<file path="config.mk">
export PLATFORM = sky130hd
export DESIGN_NAME = msp_div
export DESIGN_NICKNAME = d
export VERILOG_FILES = /design/src/sv/multipath_switch_policy_macros.svh /design/src/sv/msp_div.sv
export SDC_FILE = /design/constraint.sdc
export NUM_CORES = 1
export LEC_CHECK = 0
export ABC_CLOCK_PERIOD_IN_PS = 2750
export BUFFER_PORTS_ARGS = -buffer_cell sky130_fd_sc_hd__buf_2
export CORE_UTILIZATION = 52
export DETAILED_ROUTE_END_ITERATION = 8
export GPL_TIMING_DRIVEN = 0
export MAX_ROUTING_LAYER = met4
export PLACE_DENSITY = 0.8
export SLEW_MARGIN = 0
export SYNTH_ARGS = -nofsm -noshare
export SYNTH_HDL_FRONTEND = slang
export SYNTH_SLANG_ARGS = --single-unit
</file>
<file path="constraint.sdc">
create_clock -name clk -period 2.75 [get_ports clk]
set_clock_uncertainty 0.2 [all_clocks]
set_input_delay 0.4125 -clock clk [delete_from_list [all_inputs] [get_ports clk]]
set_output_delay 0.4125 -clock clk [all_outputs]
set_load 0.05 [all_outputs]
</file>
<file path="src/sv/multipath_switch_policy_macros.svh">
// Assertion helpers for the path switch policy.
`ifndef MULTIPATH_SWITCH_POLICY_MACROS_SVH
`define MULTIPATH_SWITCH_POLICY_MACROS_SVH

// Property must hold at every edge out of reset.
`define MSP_ASSERT(name, prop, msg) \
	name: assert property (@(posedge clk) disable iff (!arst_n) prop) else $error(msg);

// Expression must never be true out of reset.
`define MSP_NEVER(name, expr, msg) \
	name: assert property (@(posedge clk) disable iff (!arst_n) !(expr)) else $error(msg);

`endif

</file>
<file path="src/sv/msp_div.sv">
module msp_div (
	input  logic        clk,
	input  logic        arst_n,
	input  logic        go,
	input  logic [47:0] dividend,
	input  logic [15:0] divisor,
	input  logic [5:0]  iters,
	output logic        busy,
	output logic        done,
	output logic [47:0] quotient,
	output logic [15:0] remainder
);

	logic [47:0] dvd_q;
	logic [15:0] rem_q;
	logic [15:0] dsor_q;
	logic [5:0]  cnt_q;
	logic        busy_q;
	logic        done_q;
	logic [16:0] trial;
	logic        ge;

	assign trial = {rem_q, dvd_q[47]};
	assign ge    = trial >= {1'b0, dsor_q};

	always_ff @(posedge clk or negedge arst_n) begin
		if (!arst_n) begin
			busy_q <= 1'b0;
			done_q <= 1'b0;
			cnt_q  <= '0;
		end else begin
			done_q <= 1'b0;
			if (go) begin
				busy_q <= 1'b1;
				cnt_q  <= iters;
			end else if (busy_q) begin
				cnt_q <= cnt_q - 6'd1;
				if (cnt_q == 6'd1) begin
					busy_q <= 1'b0;
					done_q <= 1'b1;
				end
			end
		end
	end

	// one quotient bit a cycle, restoring
	always_ff @(posedge clk) begin
		if (go) begin
			dvd_q  <= dividend;
			rem_q  <= '0;
			dsor_q <= divisor;
		end else if (busy_q) begin
			rem_q <= ge ? 16'(trial - {1'b0, dsor_q}) : trial[15:0];
			dvd_q <= {dvd_q[46:0], ge};
		end
	end

	assign busy      = busy_q;
	assign done      = done_q;
	assign quotient  = dvd_q;
	assign remainder = rem_q;

endmodule
</file>
# After elaboration in Yosys (flattened, before gate mapping)
# Cells that the tools add are included.
# word_totals
ff_bits,88
in_bits,73
out_inout_bits,66
wordCells,22
# op_classes
n_addsub,2
magnitude_cmp,1
n_eq_ne,1
mux,11
reduce_logical,1
# op_table
operator,count
$mux 48,2
$ge 17x16->1,1
$mux 16,1
$sub 16x16->16,1
$mux 6,2
$eq 6x1->1 const B,1
$mux 1,6
$sub 6x1->6 const B,1
$reduce_bool 2->1,1

# Logic depth before layout (Yosys ltp)
# Gate-level depths: netlist (run 1).
# logic_depth
depth_word,4
mapped_depth,10
depth_no_buf,9

# Least setup slack after synthesis (run 1)
# OpenSTA, ideal clock, no wires.
# synth_path
path_kind,register to register
start,reg busy_q (netlist: busy)
end,"reg dvd_q[0] (netlist: quotient[0]), enable pin"
setup_time_ps,407
arrival_ps,2085
required_ps,2143
slack_ps,59
path_stages_with_launch,4
n_path_buf,1
synth_period_minus_slack_ps,2691
path_cell_list,dfrtp_1 inv_1 clkbuf_1 nand2_1
# synth_between
elab_chain_cells,1
# synth_rtl
element,line_no,source
from (decl),msp_div.sv:18,logic busy_q;
from (signal assigned),msp_div.sv:28,busy_q <= 1'b0;
from (signal assigned),msp_div.sv:34,busy_q <= 1'b1;
from (signal assigned),msp_div.sv:39,busy_q <= 1'b0;
$reduce_bool 2->1 (no source line),n/a,
to (signal assigned),msp_div.sv:49,dvd_q <= dividend;
to (signal assigned),msp_div.sv:54,"dvd_q <= {dvd_q[46:0], ge};"
to (decl),msp_div.sv:14,logic [47:0] dvd_q;
# Every way passes these cells.
# A chain may end at the register's enable or synchronous reset.

# Worst setup path in the final report (run 1)
# layout_path
start,reg dvd_q[47] (netlist: quotient[47])
end,reg rem_q[6] (netlist: remainder[6])
# layout_between
elab_chain_cells,2
word_cells_on_any_way,3
cone_classes,add/sub: 1; order compare: 1; mux: 1
# layout_rtl
element,line_no,source
$sub 16x16->16 or $ge 17x16->1 (tied branches),"msp_div.sv:53, msp_div.sv:24",
$mux 16 *,msp_div.sv:53,"rem_q <= ge ? 16'(trial - {1'b0, dsor_q}) : trial[15:0];"
to (signal assigned),msp_div.sv:53,
to (decl),msp_div.sv:15,logic [15:0] rem_q;
# Mark *: on every way between the ends. The rest lies on a longest branch, timed or not.

==> results.yml, run 1 <==
logic_synthesis:
  synth_enable_flop_cells: 64
  post_synthesis_xor_xnor_area_fraction_pct: 3.57
  synth_most_common_cell: "edfxtp_1"
  synthesis.area_sq_um: 4660
  synthDominantAreaCellType: "edfxtp_1"
  synth_fa_ha_area_share_pct: 5.26
  most_used_flip_flop_cell_after_synthesis: "edfxtp_1"
  synthMuxAreaShare_pct: 11.6
  synth_top_family_by_area: "compound AO/OA/AOI/OAI gates"
  syn-mean-instance-area_sq_um: 12.2
  synth_compound_area_share_pct: 14.3
  synth.top_cells.by_area: "edfxtp_1 (41%), mux2_2 (12%), dfxtp_1 (6.9%)"
  synthesis.nets: 474
  synth-seq-cells: 88
  synthDistinctLibCells: 55
  synth_common_cells: "edfxtp_1 (64), mux2_2 (48), nor2_1 (26), nand2_1 (24), inv_1 (23)"
  synth_simple_gate_area_share_pct: 9.44
  synth_async_sr_flop_share_pct: 9.09
  yosys.area.top_type_share_pct: 41.2
  ys_seq_area_share_pct: 52.4
  syn_inst: 382
  synth.yosys.warnings: 0
global_routing:
  grt_pass1_vias: 3648
  grt_usage_pct: 24.4
  grt-ovfl-total: 0
  global_route_wire_length_before_repair_mm: 17.5
  largest_net_degree_at_the_start_of_global_routing: 30
  antenna_found_initial: 0
critical_path:
  timing.critical_path.arrival_ns: 2.60
  regToRegStartpoint: "quotient[47]"
  timing.critical_path.slowest_stage_cell: "fa_1"
  timing.critical_path.cells: "inv_1 > ha_1 > fa_1 > nand2b_1 > a21oi_2 > a21boi_0 > xnor2_1 > o21ai_1 > a311oi_2"
  worst-path-max-fanout: 4
  critical-path-max-stage-delay_ns: 0.41
  rr_worst_depth: 9
  endpoint_kind: "flip-flop"
  worst_ep_required_time_ns: 2.82
  worst-setup-path-type: "reg2reg"
  critPathLaunchType: "flip-flop"
  rrSetupSlack_ns: 0.22
  worst_r2r_endpoint: "remainder[6]"
final_layout:
  seqCellArea_sq_um: 2440
  multi_input_comb_area_sq_um: 2060
  fillerInstances: 672
  area_growth_syn_to_layout_pct: 22.7
  count_of_inserted_antenna_diode_cells: 0
  nNetsFinal: 625
  drive_above_1_share_pct: 43.3
timing:
  rsz0062_at_grt: "false"
  finalSetupTns_ns: 0
  final-setup-viol-count: 0
  achievable-frequency_mhz: 395
  setup_slack_ns: 0.218
  actual_transition_at_the_worst_max_transition_pin_ns: 0.564
  timing.max_slew.rel_slack_pct: 62.4
  timing.final.crit_share_pct: 92.1
  final.min_clock_period_ns: 2.53
  timing_hold_violations_final: 0
  slew_violations: 0
detailed_routing:
  drc: 0
  number_of_vias_after_detailed_routing: 3644
  drtAntennaViolNets: 0
  wire_per_inst_microns: 16.8
  via_per_inst: 5.64
  number_of_violations_reported_at_the_end_of_detailed_routing_iteration_0: 191
  finalWirelength_mm: 10.8
  detail_route.first_pass.iterations: 4
placed_design:
  hpwlAfterDp_mm: 8.23
  globalplace.congestion: 0.856
  port_buffers: 138
  pre_cts_ws_ns: -0.147
clock_network:
  bufs_on_longest_clock_path: 2
  number_of_buffers_created_by_cts: 9
  clkSlewWorstSetupHoldPaths_ns: 0.10
  tritoncts_num_sinks: 88
  ctsHtreeMaxLevel: 3
  postCtsSetupRepairBufs: 0
  tritoncts: "built"
  clockRootBuffer: "clkbuf_8"
  clkLatencyLatePin_ns: 0.36
die:
  core_region_area_sq_um: 8720
  floorplan.initialDensity_pct: 53.5
  die_area_sq_um: 9350
  floorplan.io_pins: 139
  row_count: 34
  fp.dieH_microns: 96.7
  fp.dieW_microns: 96.7
power_and_ir_drop:
  power_density_nw_per_um2: 889
  power.ir.vdd_worst_mv: 0.493
  power_frac_comb_pct: 45.5
  swShare_pct: 43.8
  clockPowerShare_pct: 18.1
  sequentialPowerShare_pct: 36.5
  netSwitchingPower_mw: 2.23
  internal-power_mw: 2.86
  power.static_leakage_nw: 2.55
min_path:
  hp-class: "in2reg"
  worstHoldPathCells: 1
  worst_hold_path.endpoint: "dsor_q[1]"
  min-delay-start: "divisor[1]"
run_status:
  result_of_the_run: "finished clean"
flow_run:
  drv_cap: 0
==> how the worst max path moves through the flow <==
stage	slack (ns)	start	end
final	0.22	quotient[47]	remainder[6]
after global routing	0.07	go	quotient[0]
after CTS	0.1	quotient[47]	remainder[6]
after detailed placement	-0.15	go	quotient[16]
after global placement	-0.89	go	quotient[16]
after floorplan	0.06	busy	quotient[0]
==> cell usage in the layout, fill, tap and decap left out, drive strengths merged, types with 4 or more instances in the layout <==
| master | n |
|---|---|
| o31ai | 6 |
| o41ai | 4 |
| nand2b | 4 |
| nand2 | 26 |
| inv | 25 |
| a21o | 4 |
| dfxtp | 16 |
| and3 | 11 |
| clkbuf | 22 |
| o21ai | 21 |
| edfxtp | 64 |
| nand3 | 8 |
| ha | 18 |
| a31oi | 9 |
| dfrtp | 8 |
| nor2 | 27 |
| xor2 | 6 |
| xnor2 | 13 |
| nand4 | 4 |
| mux2 | 48 |
| a211oi | 5 |
| a311oi | 7 |
| buf | 143 |
| nor3 | 5 |
| a21oi | 11 |
==> per-layer routing <==
metal	share of wire, %	routed length (microns)	global-route usage (%)	vias up
met5	0	0	-	-
met1	42	4540	30.2	1764
met4	2.8	302	11.5	0
met2	51	5470	39.9	129
li1	-	-	-	1728
met3	4.7	514	3.03	23
==> worst max-delay path: cells and delay by family, from the launching register on <==
family | cells | cell delay, ns
buffers and inverters | 1 | 0.07
and+or+nand+nor | 1 | 0.20
AOI/OAI and AO/OA | 4 | 0.83
adders and majority gates | 2 | 0.63
DFF | 1 | 0.36
xor gates and xnor gates | 1 | 0.16
==> power groups by stage <==
stage | Combinational, mW | Clock, mW | Sequential (mW)
global route | 2.46 | 0.984 | 1.89
CTS | 2.30 | 0.930 | 1.86
global placement | 2.24 | 0 | 1.87
detailed placement | 2.29 | 0 | 1.88
finish | 2.31 | 0.919 | 1.86
floorplan | 1.14 | 0 | 2.50
==> layout make-up <==
type	count	area share (%)
clock inverters	6	1.18
well taps	108	2.36
repair buffers	140	12.6
multi-input cells	255	36.1
inverters	23	1.51
plain buffers	16	1.33
clock buffers	10	2.23
flip-flops and latches	88	42.7
==> stage by stage <==
stage               util (%)  hold slack [ns]  cell area (sq um)  cells  total power, mW
floorplan                  -          -0.0831               4660    382             3.64
global placement        62.9           0.0605               5490    628             4.11
detailed placement      63.2           0.0687               5510    629             4.17
CTS                     65.6           0.0127               5720    646             5.09
global route            65.6           0.0102               5720    646             5.33
finish                  65.6           0.0221               5720    646             5.09
==> cell families after synthesis <==
kind of cell,Yosys count
and+or+nand+nor,88
DFF,88
adders and majority gates,19
AOI/OAI and AO/OA,81
xor gates and xnor gates,19
buffers and inverters,39
muxes,48
==> repair_timing <==
action,CTS,global route
setup endpoints to repair,0,3
endpoints found under the hold margin,8,0
hold buffers,1,0
gates resized for setup,0,1
==> registers in the layout, summed over array words and instances (netlist names) <==
name	count
quotient	48
dsor_q	16
remainder	16
cnt_q	6
busy	1
done	1
Note: power is estimated with default switching activity, not from simulation.
==> run 2: changes to the inputs <==
--- a/config.mk
+++ b/config.mk
@@ -7,8 +7,10 @@
 export LEC_CHECK = 0
 export ABC_CLOCK_PERIOD_IN_PS = 2750
 export BUFFER_PORTS_ARGS = -buffer_cell sky130_fd_sc_hd__buf_2
+export CORE_MARGIN = 2
 export CORE_UTILIZATION = 52
 export DETAILED_ROUTE_END_ITERATION = 8
+export GPL_ROUTABILITY_DRIVEN = 0
 export GPL_TIMING_DRIVEN = 0
 export MAX_ROUTING_LAYER = met4
 export PLACE_DENSITY = 0.8
==> run 2 against run 1 <==
Compared with the run above:
- global-route usage is 0.79 points lower
- critical path depth is 2 lower
- sequential share of layout area is 0.15 points higher
- first-iteration DRC count rose by 16%
- register-to-register slack lost 0.05 ns
- fmax shrank 2.1%
- via count up 1.2%
- non-clock buffer count unchanged
- die area grew 4.2%
- clock power decreased by 9.0%
- cell count fell by 0.15%
- critical endpoint is now quotient[0]
==> results.yml, run 2 (synthesized netlist as in run 1, its figures left out) <==
final_layout:
  drive_above_1_share_pct: 43.4
  nNetsFinal: 625
  most_frequent_standard_cell_in_the_layout_excluding_fill_and_tap_cells: "buf_2"
  most_frequent_cells_in_the_layout: "buf_2 (138), edfxtp_1 (64), mux2_2 (48), nor2_1 (26)"
  area_growth_syn_to_layout_pct: 22.2
  fin_util_pct: 65.4
  largest_register_ff_count: 48
  count_of_inserted_antenna_diode_cells: 0
clock_network:
  ctsHtreeMaxLevel: 3
  clkSlewWorstSetupHoldPaths_ns: 0.09
  clockRootBuffer: "clkbuf_8"
  tritoncts: "built"
  clkLatencyLatePin_ns: 0.37
  tritoncts_num_sinks: 88
  bufs_on_longest_clock_path: 2
  number_of_buffers_created_by_cts: 9
critical_path:
  worst_ep_required_time_ns: 2.66
  timing.critical_path.slowest_stage_cell: "ha_1"
  timing.critical_path.arrival_ns: 2.50
  worst_r2r_endpoint: "quotient[0]"
  critical-path-max-stage-delay_ns: 0.42
  timing.critical_path.from: "remainder[3]"
  worst-path-max-fanout: 6
  critPathLaunchType: "flip-flop"
  crit_top_cell: "nand2_1"
  rrSetupSlack_ns: 0.16
  crit_path_end: "quotient[0]"
  endpoint_kind: "flip-flop"
  rr_worst_depth: 7
  regToRegStartpoint: "remainder[3]"
  timing.critical_path.cells: "ha_1 > a21oi_2 > nand2_1 > o21a_2 > o21ai_4 > nand2_1 > mux2_2"
  worst-setup-path-type: "reg2reg"
detailed_routing:
  wire_per_inst_microns: 17.1
  finalWirelength_mm: 11.1
  number_of_vias_after_detailed_routing: 3689
  drc: 0
  drtAntennaViolNets: 0
  number_of_violations_reported_at_the_end_of_detailed_routing_iteration_0: 222
  detail_route.first_pass.iterations: 6
  via_per_inst: 5.72
timing:
  slew_violations: 0
  actual_transition_at_the_worst_max_transition_pin_ns: 0.590
  timing_hold_violations_final: 0
  final-setup-viol-count: 0
  final.min_clock_period_ns: 2.59
  timing.max_slew.rel_slack_pct: 60.6
  timing.final.crit_share_pct: 94.1
  finalSetupTns_ns: 0
  rsz0062_at_grt: "false"
  achievable-frequency_mhz: 387
power_and_ir_drop:
  power.ir.vdd_worst_mv: 0.394
  finalPower_mw: 5.02
  power_density_nw_per_um2: 880
  power.static_leakage_nw: 2.54
min_path:
  worstHoldPathCells: 1
  hp-class: "in2reg"
die:
  die_area_sq_um: 9740
  core_region_area_sq_um: 8720
  fp.dieW_microns: 98.7
  row_count: 34
  floorplan.initialDensity_pct: 53.5
  floorplan.io_pins: 139
  fp.dieH_microns: 98.7
global_routing:
  antenna_found_initial: 0
  grt_usage_pct: 23.6
  global_route_wire_length_before_repair_mm: 17.6
  grt_pass1_vias: 3612
  grt-ovfl-total: 0
  largest_net_degree_at_the_start_of_global_routing: 29
placed_design:
  port_buffers: 138
  hpwlAfterDp_mm: 8.29
run_status:
  result_of_the_run: "finished clean"
flow_run:
  drv_cap: 0
==> run 2: through the flow <==
step / hold WS, ns / setup slack (ns) / instance area (sq um) / cells
floorplan: -0.0831 / 0.0585 / 4660 / 382
global placement: 0.0593 / -0.873 / 5490 / 628
detailed placement: 0.0621 / -0.170 / 5510 / 629
CTS: 0.00659 / 0.0140 / 5700 / 645
global route: 0.00705 / 0.0388 / 5700 / 645
finish: 0.0181 / 0.163 / 5700 / 645
==> run 2: critical path, delay by kind of cell (launching register included) <==
| kind | cells | cell delay, ns |
|---|---|---|
| flops | 1 | 0.36 |
| fa+ha+maj | 1 | 0.42 |
| simple gates | 2 | 0.30 |
| compound gates | 3 | 0.77 |
| mux | 1 | 0.29 |
==> run 2: power by group <==
part / total (mW) / leakage, nW / switching [mW] / internal (mW)
clock network: 0.836 / 0.0867 / 0.500 / 0.336
logic: 2.33 / 1.57 / 1.57 / 0.760
registers: 1.85 / 0.891 / 0.179 / 1.67
total: 5.02 / 2.54 / 2.25 / 2.77
==> run 2: area by class of cell <==
type,instances,area (sq um)
fillers,675,3020
flip-flops and latches,88,2440
multi-input cells,255,2060
repair buffers,140,721
well taps,108,135
clock buffers,9,124
inverters,23,86.3
plain buffers,16,76.3
clock inverters,6,51.3
==> run 2: worst min-delay path by stage <==
stage / to / startpoint / slack [ns]
finish: dsor_q[4] / divisor[4] / 0.02
global placement: done / arst_n / 0.06
CTS: dsor_q[4] / divisor[4] / 0.007
detailed placement: cnt_q[4] / arst_n / 0.06
global route: dsor_q[6] / divisor[6] / 0.007
floorplan: busy / arst_n / -0.08
==> run 2: repair_timing <==
action | 4_1_cts | 5_1_grt
hold buffers | 1 | 0
resized for setup | 0 | 1
buffers inserted | 0 | 0
endpoints found under the hold margin | 8 | 0
setup endpoints to repair | 0 | 3
==> run 2: metal layers <==
metal  share of wire (%)  GRT usage, %  up-vias
li1                    -             -     1732
met2                  49          38.3      165
met5                   0             -        -
met4                 3.0          8.85        0
met3                 6.7          4.68       39
met1                  42          29.5     1753
==> run 3: changes to the inputs <==
--- a/config.mk
+++ b/config.mk
@@ -5,15 +5,14 @@
 export SDC_FILE = /design/constraint.sdc
 export NUM_CORES = 1
 export LEC_CHECK = 0
-export ABC_CLOCK_PERIOD_IN_PS = 2750
+export ABC_CLOCK_PERIOD_IN_PS = 3300
 export BUFFER_PORTS_ARGS = -buffer_cell sky130_fd_sc_hd__buf_2
 export CORE_MARGIN = 2
-export CORE_UTILIZATION = 52
+export CORE_UTILIZATION = 56
 export DETAILED_ROUTE_END_ITERATION = 8
-export GPL_ROUTABILITY_DRIVEN = 0
 export GPL_TIMING_DRIVEN = 0
 export MAX_ROUTING_LAYER = met4
-export PLACE_DENSITY = 0.8
+export PLACE_DENSITY = 0.86
 export SLEW_MARGIN = 0
 export SYNTH_ARGS = -nofsm -noshare
 export SYNTH_HDL_FRONTEND = slang
==> constraint.sdc (replaced) <==
create_clock -name clk -period 3.3 [get_ports clk]
set_clock_uncertainty 0.2 [all_clocks]
set_input_delay 0.495 -clock clk [delete_from_list [all_inputs] [get_ports clk]]
set_output_delay 0.495 -clock clk [all_outputs]
set_load 0.05 [all_outputs]
==> run 3 against run 2 <==
Compared with the run above:
- clock power increased by 2%
- highest routed layer unchanged
- total power fell by 14%
- cell count down 0.31%
- first-iteration DRC count up 2.7%
==> results.yml, run 3 (synthesized netlist as in run 1, its figures left out) <==
timing:
  finalSetupTns_ns: 0
  setup_slack_ns: 0.639
  timing.max_slew.rel_slack_pct: 55.5
  achievable-frequency_mhz: 376
  final.min_clock_period_ns: 2.66
  actual_transition_at_the_worst_max_transition_pin_ns: 0.666
  timing_hold_violations_final: 0
  holdWs_ns: 0.101
  rsz0062_at_grt: "false"
  timing.final.crit_share_pct: 80.6
  slew_violations: 0
  final-setup-viol-count: 0
clock_network:
  clkLatencyLatePin_ns: 0.36
  tritoncts_num_sinks: 88
  clkSlewWorstSetupHoldPaths_ns: 0.09
  number_of_buffers_created_by_cts: 9
  clockRootBuffer: "clkbuf_8"
  tritoncts: "built"
  ctsHtreeMaxLevel: 3
  post_cts_hold_buffer_count: 1
  postCtsSetupRepairBufs: 0
  bufs_on_longest_clock_path: 2
  postCtsResizedCells: 0
critical_path:
  worst-setup-path-type: "in2reg"
  worst_ep_required_time_ns: 3.18
  critical-path-max-stage-delay_ns: 0.58
  worst-path-max-fanout: 25
  critPathLaunchType: "primary input"
  timing.critical_path.slowest_stage_cell: "nand2_2"
  crit_top_cell: "clkbuf_1"
  endpoint_kind: "flip-flop"
  timing.critical_path.arrival_ns: 2.54
  timing.critical_path.cells: "buf_2 > clkbuf_1 > inv_1 > clkbuf_1 > nand2_2 > buf_16"
flow_run:
  drv_cap: 0
detailed_routing:
  via_per_inst: 5.68
  finalWirelength_mm: 11.6
  drtAntennaViolNets: 0
  drc: 0
  number_of_vias_after_detailed_routing: 3650
  wire_per_inst_microns: 18.1
  number_of_violations_reported_at_the_end_of_detailed_routing_iteration_0: 228
  detail_route.first_pass.iterations: 4
global_routing:
  grt_usage_pct: 27.6
  grt-ovfl-total: 0
  antenna_found_initial: 0
  largest_net_degree_at_the_start_of_global_routing: 26
  global_route_wire_length_before_repair_mm: 18.3
  grt_pass1_vias: 3710
final_layout:
  finish.instance_area_sq_um: 5740
  fin_util_pct: 70.6
  nNetsFinal: 625
  count_of_inserted_antenna_diode_cells: 0
  drive_above_1_share_pct: 43.1
  most_frequent_standard_cell_in_the_layout_excluding_fill_and_tap_cells: "buf_2"
  most_frequent_cells_in_the_layout: "buf_2 (138), edfxtp_1 (64), mux2_2 (48), nor2_1 (26)"
  largest_register_ff_count: 48
  area_growth_syn_to_layout_pct: 23.2
  instances_no_fill: 643
power_and_ir_drop:
  finalPower_mw: 4.34
  power_density_nw_per_um2: 755
  power.static_leakage_nw: 2.57
  power.ir.vdd_worst_mv: 0.414
placed_design:
  port_buffers: 138
  pre_cts_ws_ns: 0.251
  hpwlAfterDp_mm: 8.53
  numPlacedInstances: 626
  placement.cell_area_sq_um: 5520
  globalplace.congestion: 0.889
die:
  core_region_area_sq_um: 8130
  die_area_sq_um: 9070
  floorplan.initialDensity_pct: 57.3
  row_count: 33
  fp.dieW_microns: 95.3
  floorplan.io_pins: 139
  fp.dieH_microns: 95.3
min_path:
  hp-class: "in2reg"
run_status:
  result_of_the_run: "finished clean"
-- run 3: per-layer routing --
metal	track usage, %	routed length [microns]	part of all wire, %
met1	34.0	4680	40
met2	46.2	5950	51
met3	3.64	689	5.9
met4	11.0	293	2.5
met5	-	0	0
-- run 3: path summary, 6_finish.rpt --
check                             start       endpoint  slack [ns]  cells after the start
max reg2reg                quotient[47]  remainder[14]        0.70                      9
max in group asynchronous        arst_n       cnt_q[1]        2.45                      2
min reg2reg                remainder[6]   remainder[7]        0.35                      2
max                                  go   quotient[10]        0.64                      6
min in group asynchronous        arst_n           done        0.29                      2
min                         divisor[15]     dsor_q[15]        0.10                      1
-- run 3: final cells by class --
class | instances | area [sq um]
plain buffers | 16 | 76.3
multi-input cells | 255 | 2060
inverters | 23 | 86.3
fillers | 596 | 2390
repair buffers | 140 | 728
flip-flops and latches | 88 | 2440
clock inverters | 6 | 91.3
well taps | 105 | 131
clock buffers | 10 | 128
-- run 3: worst max-delay path, delay by kind of cell --
kind	cells	cell delay [ns]
and+or+nand+nor	1	0.58
buffers and inverters	5	1.43
-- run 3: report_power, final --
group	switching [mW]	total (mW)	internal (mW)	leakage [nW]
combinational	1.30	1.93	0.632	1.57
sequential	0.161	1.55	1.39	0.891
clock	0.421	0.853	0.433	0.111
total	1.88	4.34	2.46	2.57
